==> src/rtl/pfb_pkg.sv <==
`timescale 1ns / 1ps
`default_nettype none

package pfb_pkg;

  localparam int unsigned WIDTH      = 128;
  localparam int unsigned COL_W      = 7;
  localparam int unsigned ROW_W      = 7;
  localparam int unsigned PAGE_W     = 4;
  localparam int unsigned BIT_W      = 3;
  localparam int unsigned ADDR_IN_W  = 10;
  localparam int unsigned CFG_IDX_W  = 2;
  localparam int unsigned CFG_DATA_W = 8;
  localparam int unsigned FIFO_DEPTH = 2;

  typedef enum logic [1:0] {
    FUNC_PLOT = 2'd0,
    FUNC_RECT = 2'd1,
    FUNC_FILL = 2'd2,
    FUNC_READ = 2'd3
  } func_e;

  localparam logic [1:0] MODE_SET    = 2'd0;
  localparam logic [1:0] MODE_CLEAR  = 2'd1;
  localparam logic [1:0] MODE_INVERT = 2'd2;

  localparam logic [1:0] ORIENT_CW  = 2'd1;
  localparam logic [1:0] ORIENT_CCW = 2'd2;

  localparam logic [CFG_IDX_W-1:0] REG_ORIENT = 2'd0;
  localparam logic [CFG_IDX_W-1:0] REG_MODE   = 2'd1;

  localparam logic [BIT_W-1:0] BIT_MAX   = 3'h7;
  localparam logic [7:0]       FULL_BYTE = 8'hFF;

  localparam logic [7:0] FIRST_MASK [8] = '{
    8'h00, 8'h80, 8'hC0, 8'hE0, 8'hF0, 8'hF8, 8'hFC, 8'hFE
  };
  localparam logic [7:0] LAST_MASK [8] = '{
    8'h00, 8'h01, 8'h03, 8'h07, 8'h0F, 8'h1F, 8'h3F, 8'h7F
  };

  typedef enum logic [2:0] {
    ST_CLEAR,
    ST_IDLE,
    ST_RD,
    ST_WR,
    ST_FILL,
    ST_DONE
  } back_state_e;

  typedef struct packed {
    func_e                op;
    logic [1:0]           mode;
    logic [COL_W-1:0]     col_hi;
    logic [COL_W-1:0]     col_lo;
    logic [ROW_W-1:0]     row_lo;
    logic [ROW_W-1:0]     row_hi;
    logic [7:0]           pattern;
    logic [ADDR_IN_W-1:0] byte_addr;
  } cmd_t;

  // bits b..7 set
  function automatic logic [7:0] mask_from(input logic [BIT_W-1:0] b);
    logic [BIT_W-1:0] n;
    n = BIT_W'(4'd8 - {1'b0, b});
    if (b == '0) begin
      return FULL_BYTE;
    end
    return FIRST_MASK[n];
  endfunction

  // bits 0..e set
  function automatic logic [7:0] mask_upto(input logic [BIT_W-1:0] e);
    logic [BIT_W-1:0] n;
    n = e + 3'd1;
    if (e == BIT_MAX) begin
      return FULL_BYTE;
    end
    return LAST_MASK[n];
  endfunction

endpackage

`default_nettype wire

==> src/rtl/pfb_if.sv <==
`timescale 1ns / 1ps
`default_nettype none

interface pfb_cmd_if;
  logic       valid;
  logic       ready;
  logic [1:0] func;
  logic [6:0] x1;
  logic [6:0] y1;
  logic [6:0] x2;
  logic [6:0] y2;
  logic [7:0] fill_pattern;
  logic [9:0] byte_addr;

  modport source (
    output valid, func, x1, y1, x2, y2, fill_pattern, byte_addr,
    input  ready
  );
  modport sink (
    input  valid, func, x1, y1, x2, y2, fill_pattern, byte_addr,
    output ready
  );
endinterface


interface pfb_cfg_if;
  logic       valid;
  logic       ready;
  logic [1:0] index;
  logic [7:0] data;

  modport source (
    output valid, index, data,
    input  ready
  );
  modport sink (
    input  valid, index, data,
    output ready
  );
endinterface

`default_nettype wire

==> src/rtl/pfb_front.sv <==
`timescale 1ns / 1ps
`default_nettype none

module pfb_front (
  input  logic          clk_i,
  input  logic          rst_ni,
  pfb_cmd_if.sink       cmd_i,
  pfb_cfg_if.sink       cfg_i,
  input  logic          hold_i,
  input  logic          full_i,
  output logic          push_o,
  output pfb_pkg::cmd_t cmd_o
);
  import pfb_pkg::*;

  logic [1:0] orient_q, orient_d;
  logic [1:0] mode_q, mode_d;
  logic       swap;
  logic [ROW_W-1:0] r1, r2;
  logic [COL_W-1:0] c1, c2;

  assign cfg_i.ready = 1'b1;
  assign cmd_i.ready = !full_i && !hold_i;
  assign push_o      = cmd_i.valid && cmd_i.ready;

  always_comb begin
    orient_d = orient_q;
    mode_d   = mode_q;
    if (cfg_i.valid) begin
      case (cfg_i.index)
        REG_ORIENT: orient_d = cfg_i.data[1:0];
        REG_MODE:   mode_d   = cfg_i.data[1:0];
        default: ;
      endcase
    end
  end

  always_ff @(posedge clk_i or negedge rst_ni) begin
    if (!rst_ni) begin
      orient_q <= '0;
      mode_q   <= MODE_SET;
    end else begin
      orient_q <= orient_d;
      mode_q   <= mode_d;
    end
  end

  // classify: pick row and column axes, order the corners
  always_comb begin
    swap = (orient_q == ORIENT_CW) || (orient_q == ORIENT_CCW);
    if (swap) begin
      r1 = cmd_i.x1;
      r2 = cmd_i.x2;
      c1 = cmd_i.y1;
      c2 = cmd_i.y2;
    end else begin
      r1 = cmd_i.y1;
      r2 = cmd_i.y2;
      c1 = cmd_i.x1;
      c2 = cmd_i.x2;
    end
    cmd_o.op        = func_e'(cmd_i.func);
    cmd_o.mode      = mode_q;
    cmd_o.pattern   = cmd_i.fill_pattern;
    cmd_o.byte_addr = cmd_i.byte_addr;
    if (func_e'(cmd_i.func) == FUNC_PLOT) begin
      // a single pixel is a one by one rectangle
      cmd_o.col_hi = c1;
      cmd_o.col_lo = c1;
      cmd_o.row_lo = r1;
      cmd_o.row_hi = r1;
    end else begin
      cmd_o.col_hi = (c1 > c2) ? c1 : c2;
      cmd_o.col_lo = (c1 > c2) ? c2 : c1;
      cmd_o.row_lo = (r1 < r2) ? r1 : r2;
      cmd_o.row_hi = (r1 < r2) ? r2 : r1;
    end
  end

endmodule

`default_nettype wire

==> src/flat_wrapper.sv <==
// flat-port wrapper written by rule: the top's interface ports become plain ports
module pfb_front_flat import pfb_pkg::*;
  (clk_i, rst_ni, hold_i, full_i, push_o, cmd_o, cmd_i_valid, cmd_i_func, cmd_i_x1, cmd_i_y1, cmd_i_x2, cmd_i_y2, cmd_i_fill_pattern, cmd_i_byte_addr, cmd_i_ready, cfg_i_valid, cfg_i_index, cfg_i_data, cfg_i_ready);
  pfb_cmd_if cmd_i_i ();
  pfb_cfg_if cfg_i_i ();
  input  logic clk_i;
  input  logic rst_ni;
  input  logic hold_i;
  input  logic full_i;
  output logic push_o;
  output pfb_pkg::cmd_t cmd_o;
  input wire logic [$bits(cmd_i_i.valid)-1:0] cmd_i_valid;
  input wire logic [$bits(cmd_i_i.func)-1:0] cmd_i_func;
  input wire logic [$bits(cmd_i_i.x1)-1:0] cmd_i_x1;
  input wire logic [$bits(cmd_i_i.y1)-1:0] cmd_i_y1;
  input wire logic [$bits(cmd_i_i.x2)-1:0] cmd_i_x2;
  input wire logic [$bits(cmd_i_i.y2)-1:0] cmd_i_y2;
  input wire logic [$bits(cmd_i_i.fill_pattern)-1:0] cmd_i_fill_pattern;
  input wire logic [$bits(cmd_i_i.byte_addr)-1:0] cmd_i_byte_addr;
  output wire logic [$bits(cmd_i_i.ready)-1:0] cmd_i_ready;
  input wire logic [$bits(cfg_i_i.valid)-1:0] cfg_i_valid;
  input wire logic [$bits(cfg_i_i.index)-1:0] cfg_i_index;
  input wire logic [$bits(cfg_i_i.data)-1:0] cfg_i_data;
  output wire logic [$bits(cfg_i_i.ready)-1:0] cfg_i_ready;
  assign cmd_i_i.valid = cmd_i_valid;
  assign cmd_i_i.func = cmd_i_func;
  assign cmd_i_i.x1 = cmd_i_x1;
  assign cmd_i_i.y1 = cmd_i_y1;
  assign cmd_i_i.x2 = cmd_i_x2;
  assign cmd_i_i.y2 = cmd_i_y2;
  assign cmd_i_i.fill_pattern = cmd_i_fill_pattern;
  assign cmd_i_i.byte_addr = cmd_i_byte_addr;
  assign cmd_i_ready = cmd_i_i.ready;
  assign cfg_i_i.valid = cfg_i_valid;
  assign cfg_i_i.index = cfg_i_index;
  assign cfg_i_i.data = cfg_i_data;
  assign cfg_i_ready = cfg_i_i.ready;
  pfb_front u_core (.clk_i(clk_i), .rst_ni(rst_ni), .cmd_i(cmd_i_i), .cfg_i(cfg_i_i), .hold_i(hold_i), .full_i(full_i), .push_o(push_o), .cmd_o(cmd_o));
endmodule
==> config.mk <==
export PLATFORM = sky130hd
export DESIGN_NAME = pfb_front_flat
export DESIGN_NICKNAME = d
export VERILOG_FILES = /design/src/rtl/pfb_pkg.sv /design/src/rtl/pfb_if.sv /design/src/rtl/pfb_front.sv /design/src/flat_wrapper.sv
export SDC_FILE = /design/constraint.sdc
export NUM_CORES = 1
export LEC_CHECK = 0
export BUFFER_PORTS_ARGS = -buffer_cell sky130_fd_sc_hd__buf_2
export CELL_PAD_IN_SITES_DETAIL_PLACEMENT = 0
export CELL_PAD_IN_SITES_GLOBAL_PLACEMENT = 1
export CORE_ASPECT_RATIO = 0.75
export CORE_UTILIZATION = 28
export CTS_CLUSTER_DIAMETER = 60
export DETAILED_ROUTE_END_ITERATION = 12
export PLACE_DENSITY = 0.82
export SLEW_MARGIN = 20
export SYNTH_ARGS = -nofsm -noshare
export SYNTH_HDL_FRONTEND = slang
export SYNTH_SLANG_ARGS = --single-unit
==> constraint.sdc <==
create_clock -name clk_i -period 9.3 [get_ports clk_i]
set_input_delay 0.93 -clock clk_i [delete_from_list [all_inputs] [get_ports clk_i]]
set_output_delay 0.93 -clock clk_i [all_outputs]
set_load 0.05 [all_outputs]
==> results.txt <==
The detailed placer's ending HPWL was 3070 um; the critical path required time was 8370 ps. The aggregate routed wire length is 3640 um, and the TritonCTS sink count is 4. The logs give 0 for the count of pins over their slew limit and 0 for the count of synthesis-stage warnings from yosys. The cell count after synthesis came out at 159. The final layout contains 289 nets.

Dividing the final minimum period by the clock period gives 50.1%. The worst setup path is of the register to output port kind. The total instance count after detailed placement is 265, and the number of hold buffers added after CTS is 0.

The total overflow reported by the global router came out at 0. After clock tree synthesis, the clock-pin slew on the worst setup and hold paths is 30 ps. Entering global routing, the biggest net connects 33 pins. The core region is 4620 um2. In this run the deepest clock path goes through 2 buffers. The top cell types in the final layout, fill and taps aside, are 73 x sky130_fd_sc_hd__buf_2, 57 x sky130_fd_sc_hd__mux2i_1, 13 x sky130_fd_sc_hd__inv_1, 12 x sky130_fd_sc_hd__ha_1, 5 x sky130_fd_sc_hd__a21oi_1. The share of final-layout standard cells stronger than drive strength 1 came out at 40.8%. The congestion estimate from routability-driven global placement came to 0.833. In this run the cell area of the synthesized design comes to 1400 um2. Setup violations remaining at the end of the flow were counted as 0. Clock tree synthesis selected as its root buffer the cell sky130_fd_sc_hd__clkbuf_8. The post-synthesis average cell area is 8.82 um2, and the total inserted antenna cells is 0. The initial utilization of the core area, before any placement, comes to 30.3%. The tools report the final hold violation count as 0. The tools report the type of origin of the critical path as a register.

For the number of placement rows, the log shows 21. The total global routing track utilization was 14.1%; the number of vias per cell after detailed routing was 4.80. The number of CTS-inserted buffers is 3. The unique cell type count in the Yosys netlist is 33. The worst-skew pair later-pin latency was 230 ps; the area added between synthesis and finish was 22.2%.

At the pin with the least slew margin, the transition time is 780 ps. In the final routed layout, each cell accounts on average for 13.6 um. The logs give 0 for the reported max-cap violation count and 1 for the H-tree depth. In the routed design, unresolved DRC markers number 0. VDD sags by at most 256 uV. Buffers placed on the I/O ports in this run total 73. The worst path in the final design needs a cycle of 4660 ps, including I/O delays and setup. Along the worst path, the maximum fanout reaches 32. TritonCTS built the clock tree.

The post-route non-filler standard cell count was 268. The number of global-route vias before repair came out at 1288. The floorplan step defined a die boundary enclosing 5300 um2. The logs give 0 for the setup fix buffers added after clock tree synthesis and 0 ps for the final worst clock skew. Adding up every negative setup slack in the final design gives 0 ps.

The logs give 0 for the residual antenna-violating net count after detailed routing and 29 for the number of DRC violations after detailed-routing iteration 0. The critical path arrival was 3730 ps; the post-CTS resize count was 0. Total number of vias: 1286.

The number of cells traversed by the worst register-to-register path was 1. The number of fill cells in the layout was 489. The tightest min-delay check is of the input pin to async pin type. Most common cell after layout, fill and taps aside: sky130_fd_sc_hd__buf_2. The die boundary width works out to 83.7 um. The tools report the worst slew margin relative to its limit as 47.7%. Synthesis inferred 4 register bits. The sequential area share after synthesis came out at 7.14%.

The worst setup path is captured at an output port. The detailed-routing iteration count for the pre-antenna-repair pass was 4. The die is 63.3 um tall.

Dividing total power by cell area gives a power density of 370 nW/um2. The first global-routing pass estimated 6020 um of wire. For the initial antenna violation count, the log shows 0. The logs give 214 MHz for the highest attainable clock frequency and 0.969 nW for the reported leakage power. For the I/O pin count, the log shows 117.

The flow ran to the end, and the final reports show no timing, DRC or antenna violations. Setup repair after global routing left no endpoint under its margin. Synthesis produced a netlist with a net count of 235.
==> synth_stat cells (all sizes together) <==
library cell  number  area, um2
ha                12        150
inv               13       48.8
o22a               1       8.76
nor3               4       25.0
nand4              1       6.26
or3b               1       8.76
buf               25        185
mux2               4       45.0
a31oi              1       6.26
nand3b             2       15.0
nand2b             2       12.5
dfrtp              4        100
and3               1       6.26
a311oi             1       15.0
nor3b              1       7.51
or3                1       6.26
o21ai              4       20.0
mux2i             57        571
nand3              1       10.0
xor2               1       16.3
o2111ai            1       8.76
nor2               4       15.0
nand4bb            1       11.3
a21o               1       7.51
conb               1       3.75
nor2b              2       12.5
and2               2       12.5
a21oi              5       25.0
nand2              4       15.0
o32ai              1       27.5
==> worst max-delay path, cell delays in order (launching register included) <==
cell and delay (ps):
sky130_fd_sc_hd__dfrtp_1 430, sky130_fd_sc_hd__xor2_4 170, sky130_fd_sc_hd__buf_4 440, sky130_fd_sc_hd__mux2i_1 380
sky130_fd_sc_hd__inv_1 80, sky130_fd_sc_hd__ha_1 300, sky130_fd_sc_hd__a21o_1 180, sky130_fd_sc_hd__a21oi_1 230
sky130_fd_sc_hd__o21ai_0 240, sky130_fd_sc_hd__o32ai_4 510, sky130_fd_sc_hd__mux2i_1 260, sky130_fd_sc_hd__buf_2 290
==> layer usage <==
layer	share of wire [%]	track usage (%)	vias up
met5	0	0	-
met4	0.91	4.03	0
met3	7.9	2.88	3
met2	41	22.1	65
met1	50	19.5	560
li1	-	-	658
==> state kept, by name, indices dropped and copies added, names as in the netlist <==
signal,count
u_core.orient_q,2
u_core.mode_q,2
==> metrics by stage <==
stage	cell area [um2]	setup slack, ps	utilization [%]	power (mW)	hold slack (ps)
floorplan	1400	4740	-	0.507	538
global placement	1670	4860	36.2	0.592	484
detailed placement	1670	4860	36.2	0.595	487
CTS	1710	4610	37.1	0.638	497
global route	1710	4310	37.1	0.674	500
finish	1710	4640	37.1	0.634	501
==> where the power goes <==
part / total, mW / switching, mW / internal [mW] / leakage [nW]
logic: 0.571 / 0.405 / 0.166 / 0.900
registers: 0.0243 / 0.00349 / 0.0208 / 0.0473
clock network: 0.0390 / 0.0112 / 0.0278 / 0.0216
==> worst paths after layout <==
| kind | slack (ps) | from | to |
|---|---|---|---|
| hold reg to reg | 510 | u_core.mode_q[0] | u_core.mode_q[0] |
| setup reg to reg | 8470 | u_core.orient_q[0] | u_core.orient_q[0] |
| max in group asynchronous | 8680 | rst_ni | u_core.orient_q[0] |
| min in group clk_i | 510 | u_core.mode_q[0] | u_core.mode_q[0] |
| hold / removal | 500 | rst_ni | u_core.mode_q[0] |
| setup / recovery | 4640 | u_core.orient_q[0] | cmd_o[40] |
==> kinds of logic (layout without fill, tap and decap cells) <==
logic type                 after synthesis  after routing  share of synthesized area (%)
muxes                                   61             61                           43.9
buffers and inverters                   38             90                           16.7
and+or+nand+nor                         27             27                           11.7
AOI/OAI and AO/OA                       15             15                           8.47
adders and majority gates               12             12                           10.7
DFF                                      4              4                           7.14
other                                    1              1                          0.267
xor gates and xnor gates                 1              1                           1.16
==> layout make-up <==
cell class	instances	area, um2	area share, %
clock buffer	3	41.3	2.41
inverter	13	48.8	2.85
multi-input combinational	117	1080	63.0
sequential	4	100	5.84
tap	57	71.3	4.16
timing repair buffer	74	373	21.8
Power figures use the tool's default switching activity.
