### config.mk
export PLATFORM = sky130hd
export DESIGN_NAME = pfb_cmd_fifo
export DESIGN_NICKNAME = d
export VERILOG_FILES = /design/src/rtl/pfb_pkg.sv /design/src/rtl/pfb_cmd_fifo.sv
export SDC_FILE = /design/constraint.sdc
export NUM_CORES = 1
export LEC_CHECK = 0
export BUFFER_PORTS_ARGS = -buffer_cell sky130_fd_sc_hd__buf_2
export CELL_PAD_IN_SITES_DETAIL_PLACEMENT = 0
export CELL_PAD_IN_SITES_GLOBAL_PLACEMENT = 1
export CORE_UTILIZATION = 45
export DETAILED_ROUTE_END_ITERATION = 8
export PLACE_DENSITY = 0.78
export SLEW_MARGIN = 10
export SYNTH_ARGS = -nofsm -noshare
export SYNTH_HDL_FRONTEND = slang
export SYNTH_SLANG_ARGS = --single-unit
### constraint.sdc
create_clock -name clk_i -period 5.2 [get_ports clk_i]
set_input_delay 0 -clock clk_i [delete_from_list [all_inputs] [get_ports clk_i]]
set_output_delay 0 -clock clk_i [all_outputs]
set_load 0.02 [all_outputs]
### src/rtl/pfb_pkg.sv
`timescale 1ns / 1ps
`default_nettype none

package pfb_pkg;

  localparam int unsigned WIDTH      = 128;
  localparam int unsigned COL_W      = 7;
  localparam int unsigned ROW_W      = 7;
  localparam int unsigned PAGE_W     = 4;
  localparam int unsigned BIT_W      = 3;
  localparam int unsigned ADDR_IN_W  = 10;
  localparam int unsigned CFG_IDX_W  = 2;
  localparam int unsigned CFG_DATA_W = 8;
  localparam int unsigned FIFO_DEPTH = 2;

  typedef enum logic [1:0] {
    FUNC_PLOT = 2'd0,
    FUNC_RECT = 2'd1,
    FUNC_FILL = 2'd2,
    FUNC_READ = 2'd3
  } func_e;

  localparam logic [1:0] MODE_SET    = 2'd0;
  localparam logic [1:0] MODE_CLEAR  = 2'd1;
  localparam logic [1:0] MODE_INVERT = 2'd2;

  localparam logic [1:0] ORIENT_CW  = 2'd1;
  localparam logic [1:0] ORIENT_CCW = 2'd2;

  localparam logic [CFG_IDX_W-1:0] REG_ORIENT = 2'd0;
  localparam logic [CFG_IDX_W-1:0] REG_MODE   = 2'd1;

  localparam logic [BIT_W-1:0] BIT_MAX   = 3'h7;
  localparam logic [7:0]       FULL_BYTE = 8'hFF;

  localparam logic [7:0] FIRST_MASK [8] = '{
    8'h00, 8'h80, 8'hC0, 8'hE0, 8'hF0, 8'hF8, 8'hFC, 8'hFE
  };
  localparam logic [7:0] LAST_MASK [8] = '{
    8'h00, 8'h01, 8'h03, 8'h07, 8'h0F, 8'h1F, 8'h3F, 8'h7F
  };

  typedef enum logic [2:0] {
    ST_CLEAR,
    ST_IDLE,
    ST_RD,
    ST_WR,
    ST_FILL,
    ST_DONE
  } back_state_e;

  typedef struct packed {
    func_e                op;
    logic [1:0]           mode;
    logic [COL_W-1:0]     col_hi;
    logic [COL_W-1:0]     col_lo;
    logic [ROW_W-1:0]     row_lo;
    logic [ROW_W-1:0]     row_hi;
    logic [7:0]           pattern;
    logic [ADDR_IN_W-1:0] byte_addr;
  } cmd_t;

  // bits b..7 set
  function automatic logic [7:0] mask_from(input logic [BIT_W-1:0] b);
    logic [BIT_W-1:0] n;
    n = BIT_W'(4'd8 - {1'b0, b});
    if (b == '0) begin
      return FULL_BYTE;
    end
    return FIRST_MASK[n];
  endfunction

  // bits 0..e set
  function automatic logic [7:0] mask_upto(input logic [BIT_W-1:0] e);
    logic [BIT_W-1:0] n;
    n = e + 3'd1;
    if (e == BIT_MAX) begin
      return FULL_BYTE;
    end
    return LAST_MASK[n];
  endfunction

endpackage

`default_nettype wire

### src/rtl/pfb_cmd_fifo.sv
`timescale 1ns / 1ps
`default_nettype none

module pfb_cmd_fifo (
  input  logic          clk_i,
  input  logic          rst_ni,
  input  logic          push_i,
  input  pfb_pkg::cmd_t data_i,
  input  logic          pop_i,
  output logic          full_o,
  output logic          empty_o,
  output pfb_pkg::cmd_t head_o
);
  import pfb_pkg::*;

  localparam int unsigned PTR_W = $clog2(FIFO_DEPTH);
  localparam int unsigned CNT_W = $clog2(FIFO_DEPTH + 1);

  cmd_t             entry_q [FIFO_DEPTH];
  logic [PTR_W-1:0] wr_ptr_q, wr_ptr_d;
  logic [PTR_W-1:0] rd_ptr_q, rd_ptr_d;
  logic [CNT_W-1:0] count_q, count_d;

  assign full_o  = count_q == CNT_W'(FIFO_DEPTH);
  assign empty_o = count_q == '0;
  assign head_o  = entry_q[rd_ptr_q];

  always_comb begin
    wr_ptr_d = push_i ? wr_ptr_q + 1'b1 : wr_ptr_q;
    rd_ptr_d = pop_i  ? rd_ptr_q + 1'b1 : rd_ptr_q;
    count_d  = count_q;
    if (push_i && !pop_i) begin
      count_d = count_q + 1'b1;
    end else if (pop_i && !push_i) begin
      count_d = count_q - 1'b1;
    end
  end

  always_ff @(posedge clk_i or negedge rst_ni) begin
    if (!rst_ni) begin
      wr_ptr_q <= '0;
      rd_ptr_q <= '0;
      count_q  <= '0;
    end else begin
      wr_ptr_q <= wr_ptr_d;
      rd_ptr_q <= rd_ptr_d;
      count_q  <= count_d;
    end
  end

  always_ff @(posedge clk_i) begin
    if (push_i) begin
      entry_q[wr_ptr_q] <= data_i;
    end
  end

endmodule

`default_nettype wire

==> impl_metrics.yaml, run 1 <==
run_status:
  status: "completed"
setup_path:
  cp.arrival_ps: 2040
  r2r_cells: 2
  r2r_start: "wr_ptr_q"
  worst_setup_path_startpoint: "rd_ptr_q"
  cp-end-kind: "primary output"
  regToRegEndpoint: "entry_q[1][32]"
  critPathLaunchType: "flop"
  critPathKind: "reg2out"
  worstPathMaxFanout: 51
  r2r_slack_ps: 3460
  critPathCapture: "head_o[29]"
  cp_data_required_time_ps: 5200
cts:
  numCtsBuffers: 9
  cts_max_level: 3
  cts.sinks: 104
  cts_buffer_depth: 2
  cts_tree: "done"
  cts_setup_buffers: 0
  clk_pin_slew_worst_paths_ps: 100
  clock_latency_ps: 360
  clock-root-buffer: "clkbuf_8"
sta:
  setup_ws_ps: 3160
  setup_tns_ps: 0
  max_slew_margin: 0.3561
  skew_ps: 11.06
  period_needed_ps: 2040
  finalSetupViolCount: 0
  worstMarginPinSlew_ps: 965.8
  drv_slew: 0
  rsz0062_at_grt: "no"
  min_period_over_period: 0.3923
  hold_violations: 0
  max_freq_mhz: 490.2
synth:
  yosysTopAreaCell: "edfxtp_1"
  synth_top_area_frac: 0.7419
  synth_cells: 172
  synthTopCellsByArea: "edfxtp_1 (74%), mux2_4 (18%), buf_12 (2.5%)"
  seq_area_frac_synth: 0.7666
  yosysWarnings: 0
  syn_nets: 227
  yosysUniqueCellTypes: 13
  syn_area_um2: 4048
  ys_seq_elements: 104
  syn-mean-instance-area_um2: 23.53
floorplan:
  die_w_um: 96.84
  die_h_um: 96.84
  io_pins: 106
  dieArea_um2: 9378
  initial_utilization: 0.4641
  row_count: 34
  core_um2: 8721
global_routing:
  antenna_found_initial: 0
  grt-ovfl-total: 0
  grt_pass1_wl_mm: 10.39
  grt_pass1_vias: 2158
  grt_usage: 0.1482
  grt_max_degree: 52
placement:
  pre_cts_slack_ps: 3444
  port_buffers: 105
  place_congestion: 0.6796
  dpl_cell_area_um2: 4624
  placed_cells: 381
drt:
  wl_mm: 6.684
  wl_per_cell_um: 14.82
  dr.pass1.iters: 4
  via_count: 2075
  route.detailed.drc: 0
  vias_per_cell: 4.601
  drt_first_iter_violations: 92
  ant_nets: 0
power_and_ir_drop:
  peakVddDrop_uv: 420.8
  p_leak_nw: 2.198
  power_switching_w: 0.0008605
  power.share.combinational: 0.332
  clkPwrFrac: 0.201
  powerDensity_nw_per_um2: 502.9
  seqPwrFrac: 0.467
  switching_share: 0.3174
  power.internal_w: 0.001850
job:
  maxCapViolCount: 0
final_layout:
  area_growth_pct: 33.17
  drive_gt1_frac: 0.5131
  instances_no_fill: 451
  final_cell_area_um2: 5390
  nNetsFinal: 393
  antenna_cells: 0
min_path:
  hp-class: "in2reg"
## cell usage after synthesis
| library cell | count |
|---|---|
| ha_1 | 1 |
| mux2_2 | 1 |
| xnor2_1 | 1 |
| edfxtp_1 | 100 |
| nor2_1 | 2 |
| buf_6 | 1 |
| nor2b_1 | 2 |
| inv_1 | 1 |
| and2_1 | 1 |
| mux2_4 | 49 |
| buf_12 | 5 |
| xor2_1 | 4 |
| dfrtp_1 | 4 |
## registers in the layout, indices dropped and copies added (netlist names)
register and flops:
entry_q 100, wr_ptr_q 1, count_q 2, rd_ptr_q 1
## logic make-up after synthesis
logic type | Yosys count | share of synthesized area
buffers and inverters | 7 | 0.02844
XOR/XNOR | 5 | 0.01082
adder cells (fa/ha/maj) | 1 | 0.003091
flip-flops | 104 | 0.7666
AND/OR/NAND/NOR | 5 | 0.006493
multiplexers | 50 | 0.1845
## through the flow
stage	utilization	hold slack (ps)	total power, W
after floorplan	-	-295.6	0.001985
after global placement	0.5303	-186.2	0.002155
after detailed placement	0.5303	-180.8	0.002165
after CTS	0.6181	343.3	0.002739
after global routing	0.6181	351.0	0.002835
final	0.6181	359.5	0.002711
## critical path: stages, from the launching register on
cell and delay [ps]:
dfrtp_4 1040, mux2_2 410, buf_2 160
## worst min-delay path by stage
stage,start,to,cells after the start
final,data_i[10],entry_q[1][10],2
after global routing,data_i[23],entry_q[1][23],2
after CTS,data_i[49],entry_q[1][49],2
after detailed placement,rst_ni,wr_ptr_q,1
after global placement,rst_ni,wr_ptr_q,1
after floorplan,rst_ni,count_q[0],0
## cell type report
cell class | count | area, um^2
clock inverter | 7 | 101.3
inverter | 1 | 3.754
clock buffer | 9 | 123.9
tap | 108 | 135.1
sequential | 104 | 3107
timing repair buffer | 161 | 1081
multi-input combinational | 61 | 838.3
fill | 612 | 3331
## power by group through the flow
| stage | Clock, W | Sequential [W] | Combinational, W |
|---|---|---|---|
| 2_1_floorplan | 0 | 0.00118 | 0.000810 |
| 5_1_grt | 0.000587 | 0.00129 | 0.000957 |
| 4_1_cts | 0.000558 | 0.00127 | 0.000909 |
| 3_3_place_gp | 0 | 0.00128 | 0.000872 |
| 3_5_place_dp | 0 | 0.00129 | 0.000874 |
| 6_report | 0.000544 | 0.00127 | 0.000900 |
## routing by layer
metal / global-route usage / wire length, um / vias to the layer above
met4: 0.05511 / 76 / 0
li1: - / - / 1000
met5: 0 / 0 / -
met1: 0.1699 / 2731 / 1001
met2: 0.2622 / 3551 / 64
met3: 0.04263 / 325 / 10
## what timing repair did
item	CTS	global route
endpoints found under the setup margin	0	0
hold endpoints to repair	106	0
hold buffers	54	0
gates resized for setup	0	0
## layout by cell type, fill, tap and decap left out
master and n:
clkinv_4 1, nor2_1 2, dfrtp_4 1, mux2_4 49, ha_1 1, dfrtp_1 3, clkinvlp_4 2, and2_2 1
buf_4 2, xnor2_1 1, xor2_1 4, bufinv_16 2, edfxtp_1 100, nor2b_4 1, buf_2 105, nor2b_1 1
dlygate4sd3_1 54, inv_1 1, inv_6 2, mux2_2 1, clkbuf_8 9
(Power assumes the default switching activity.)
==> run 2, diff against run 1 <==
--- a/config.mk
+++ b/config.mk
@@ -5,12 +5,13 @@
 export SDC_FILE = /design/constraint.sdc
 export NUM_CORES = 1
 export LEC_CHECK = 0
+export ABC_AREA = 1
 export BUFFER_PORTS_ARGS = -buffer_cell sky130_fd_sc_hd__buf_2
 export CELL_PAD_IN_SITES_DETAIL_PLACEMENT = 0
 export CELL_PAD_IN_SITES_GLOBAL_PLACEMENT = 1
-export CORE_UTILIZATION = 45
+export CORE_UTILIZATION = 40
 export DETAILED_ROUTE_END_ITERATION = 8
-export PLACE_DENSITY = 0.78
+export PLACE_DENSITY = 0.73
 export SLEW_MARGIN = 10
 export SYNTH_ARGS = -nofsm -noshare
 export SYNTH_HDL_FRONTEND = slang
==> constraint.sdc (replaced) <==
create_clock -name clk_i -period 1.8 [get_ports clk_i]
set_input_delay 0 -clock clk_i [delete_from_list [all_inputs] [get_ports clk_i]]
set_output_delay 0 -clock clk_i [all_outputs]
set_load 0.02 [all_outputs]
==> impl_metrics.yaml, run 2 <==
placement:
  pre_cts_slack_ps: 478.4
  dp_hpwl_mm: 3.990
  port_buffers: 105
  placed_cells: 419
  place_congestion: 0.6698
synth:
  synth_flop_cell: "edfxtp_1"
  synth_cells: 181
  yosysMostFrequentCell: "edfxtp_1"
  yosysTopAreaCell: "edfxtp_1"
  syn-mean-instance-area_um2: 22.47
  synth_top_area_frac: 0.7382
  ys_seq_elements: 104
  seq_area_frac_synth: 0.7628
  yosysWarnings: 0
  synthTopCellsByCount: "edfxtp_1 (100), mux2_4 (49), inv_1 (7), buf_12 (5), nand2_1 (5)"
  syn_area_um2: 4068
  synthArstFlopShare: 0.03846
  synth_edf_count: 100
  syn_nets: 236
  synthTopCellsByArea: "edfxtp_1 (74%), mux2_4 (18%), buf_12 (2.5%)"
  yosysUniqueCellTypes: 14
setup_path:
  cp_data_required_time_ps: 1800
  critPathLaunchType: "flop"
  cp.arrival_ps: 1690
  worstPathMaxFanout: 21
  critPathKind: "reg2out"
  cp-end-kind: "primary output"
cts:
  clk_pin_slew_worst_paths_ps: 90
  clock-root-buffer: "clkbuf_8"
  cts_buffer_depth: 2
  cts_tree: "done"
  clock_latency_ps: 350
  cts_resized: 0
  cts.sinks: 104
  numCtsBuffers: 9
  cts_max_level: 3
global_routing:
  grt_usage: 0.1250
  grt_pass1_wl_mm: 9.577
  grt_pass1_vias: 2058
  grt-ovfl-total: 0
  grt_max_degree: 27
  antenna_found_initial: 0
sta:
  worstMarginPinSlew_ps: 362.1
  drv_slew: 0
  period_needed_ps: 1690
  hold_violations: 0
  finalSetupViolCount: 0
  min_period_over_period: 0.9387
  rsz0062_at_grt: "no"
  max_freq_mhz: 591.8
  skew_ps: 12.35
  setup_ws_ps: 110.4
  max_slew_margin: 0.7586
floorplan:
  core_um2: 9819
  die_w_um: 102.8
  die_h_um: 102.8
  dieArea_um2: 10580
  initial_utilization: 0.4142
  row_count: 36
  io_pins: 106
drt:
  route.detailed.drc: 0
  ant_nets: 0
  dr.pass1.iters: 4
  drt_first_iter_violations: 43
  wl_mm: 6.463
  vias_per_cell: 4.389
  via_count: 2146
  wl_per_cell_um: 13.22
final_layout:
  antenna_cells: 0
  instances_no_fill: 489
  area_growth_pct: 34.24
  drive_gt1_frac: 0.4972
  nNetsFinal: 406
  reg.largest.list: "entry_q x100, count_q x2"
  largest_reg_flops: 100
  final_cell_mix: "buf_2 (105), edfxtp_1 (100), dlygate4sd3_1 (54), mux2_4 (49), clkbuf_8 (9)"
  regMostFlops: "entry_q"
  n_fill_cell: 822
  final_common_cell: "buf_2"
run_status:
  status: "completed"
min_path:
  hp-class: "in2reg"
job:
  maxCapViolCount: 0
power_and_ir_drop:
  p_leak_nw: 2.238
  peakVddDrop_uv: 615.7
  powerDensity_nw_per_um2: 1415
[run 2: final timing paths]
kind                       startpoint              to  slack [ps]  cells after the start
setup / recovery             rd_ptr_q       head_o[9]         110                      3
setup reg to reg             wr_ptr_q  entry_q[0][32]         540                      2
hold / removal             data_i[14]  entry_q[1][14]         370                      2
hold reg to reg            count_q[1]      count_q[1]         520                      2
max in group asynchronous      rst_ni        rd_ptr_q        1030                      3
min in group asynchronous      rst_ni      count_q[1]         570                      3
[run 2: stage by stage]
stage	total power, W	instance area [um^2]	hold WS (ps)	utilization	TNS (ps)
finish	0.007729	5460	366.9	0.5561	0
floorplan	0.005736	4075	-295.6	-	-2398
global route	0.008137	5460	344.9	0.5561	0
CTS	0.007849	5460	336.0	0.5561	0
detailed placement	0.006363	4730	-184.1	0.4817	0
global placement	0.006332	4730	-186.8	0.4817	0
[run 2: worst max-delay path, stage by stage (launching register included)]
cell	delay (ps)
dfrtp_4	600
buf_12	240
mux2_4	320
buf_2	160
[run 2: metal layers]
layer  routed length (um)  track usage  up-vias
li1                     -            -     1029
met1                 2736       0.1446     1033
met2                 3264       0.2154       75
met3                  370      0.03525        9
met4                   91      0.05850        0
met5                    0            0        -
[run 2: cell type report]
| type | instances | area [um^2] | share of cell area |
|---|---|---|---|
| Inverter | 7 | 26.28 | 0.004812 |
| Sequential cell | 104 | 3107 | 0.5690 |
| Clock buffer | 12 | 135.1 | 0.02475 |
| Tap cell | 133 | 166.4 | 0.03048 |
| Timing Repair Buffer | 165 | 1136 | 0.2081 |
| Clock inverter | 4 | 55.05 | 0.01008 |
| Multi-Input combinational cell | 64 | 834.6 | 0.1528 |
[run 2: where the power goes]
part / switching (W) / leakage, nW / total [W] / internal (W)
Sequential: 0.000216 / 0.985 / 0.00343 / 0.00322
Combinational: 0.00152 / 1.16 / 0.00291 / 0.00139
Clock: 0.000731 / 0.0908 / 0.00138 / 0.000651
[run 2: timing repair]
item	CTS	global route
endpoints found under the hold margin	106	0
hold buffers	54	0
buffers inserted	0	0
[run 2: cell families (layout without fill, tap and decap cells)]
| family | Yosys count | in the layout | share of synthesized area |
|---|---|---|---|
| mux | 50 | 50 | 0.1836 |
| xor+xnor | 3 | 3 | 0.006461 |
| simple gates | 10 | 10 | 0.01015 |
| fa+ha+maj | 1 | 1 | 0.003075 |
| flops | 104 | 104 | 0.7628 |
| buf+inv | 13 | 188 | 0.03384 |
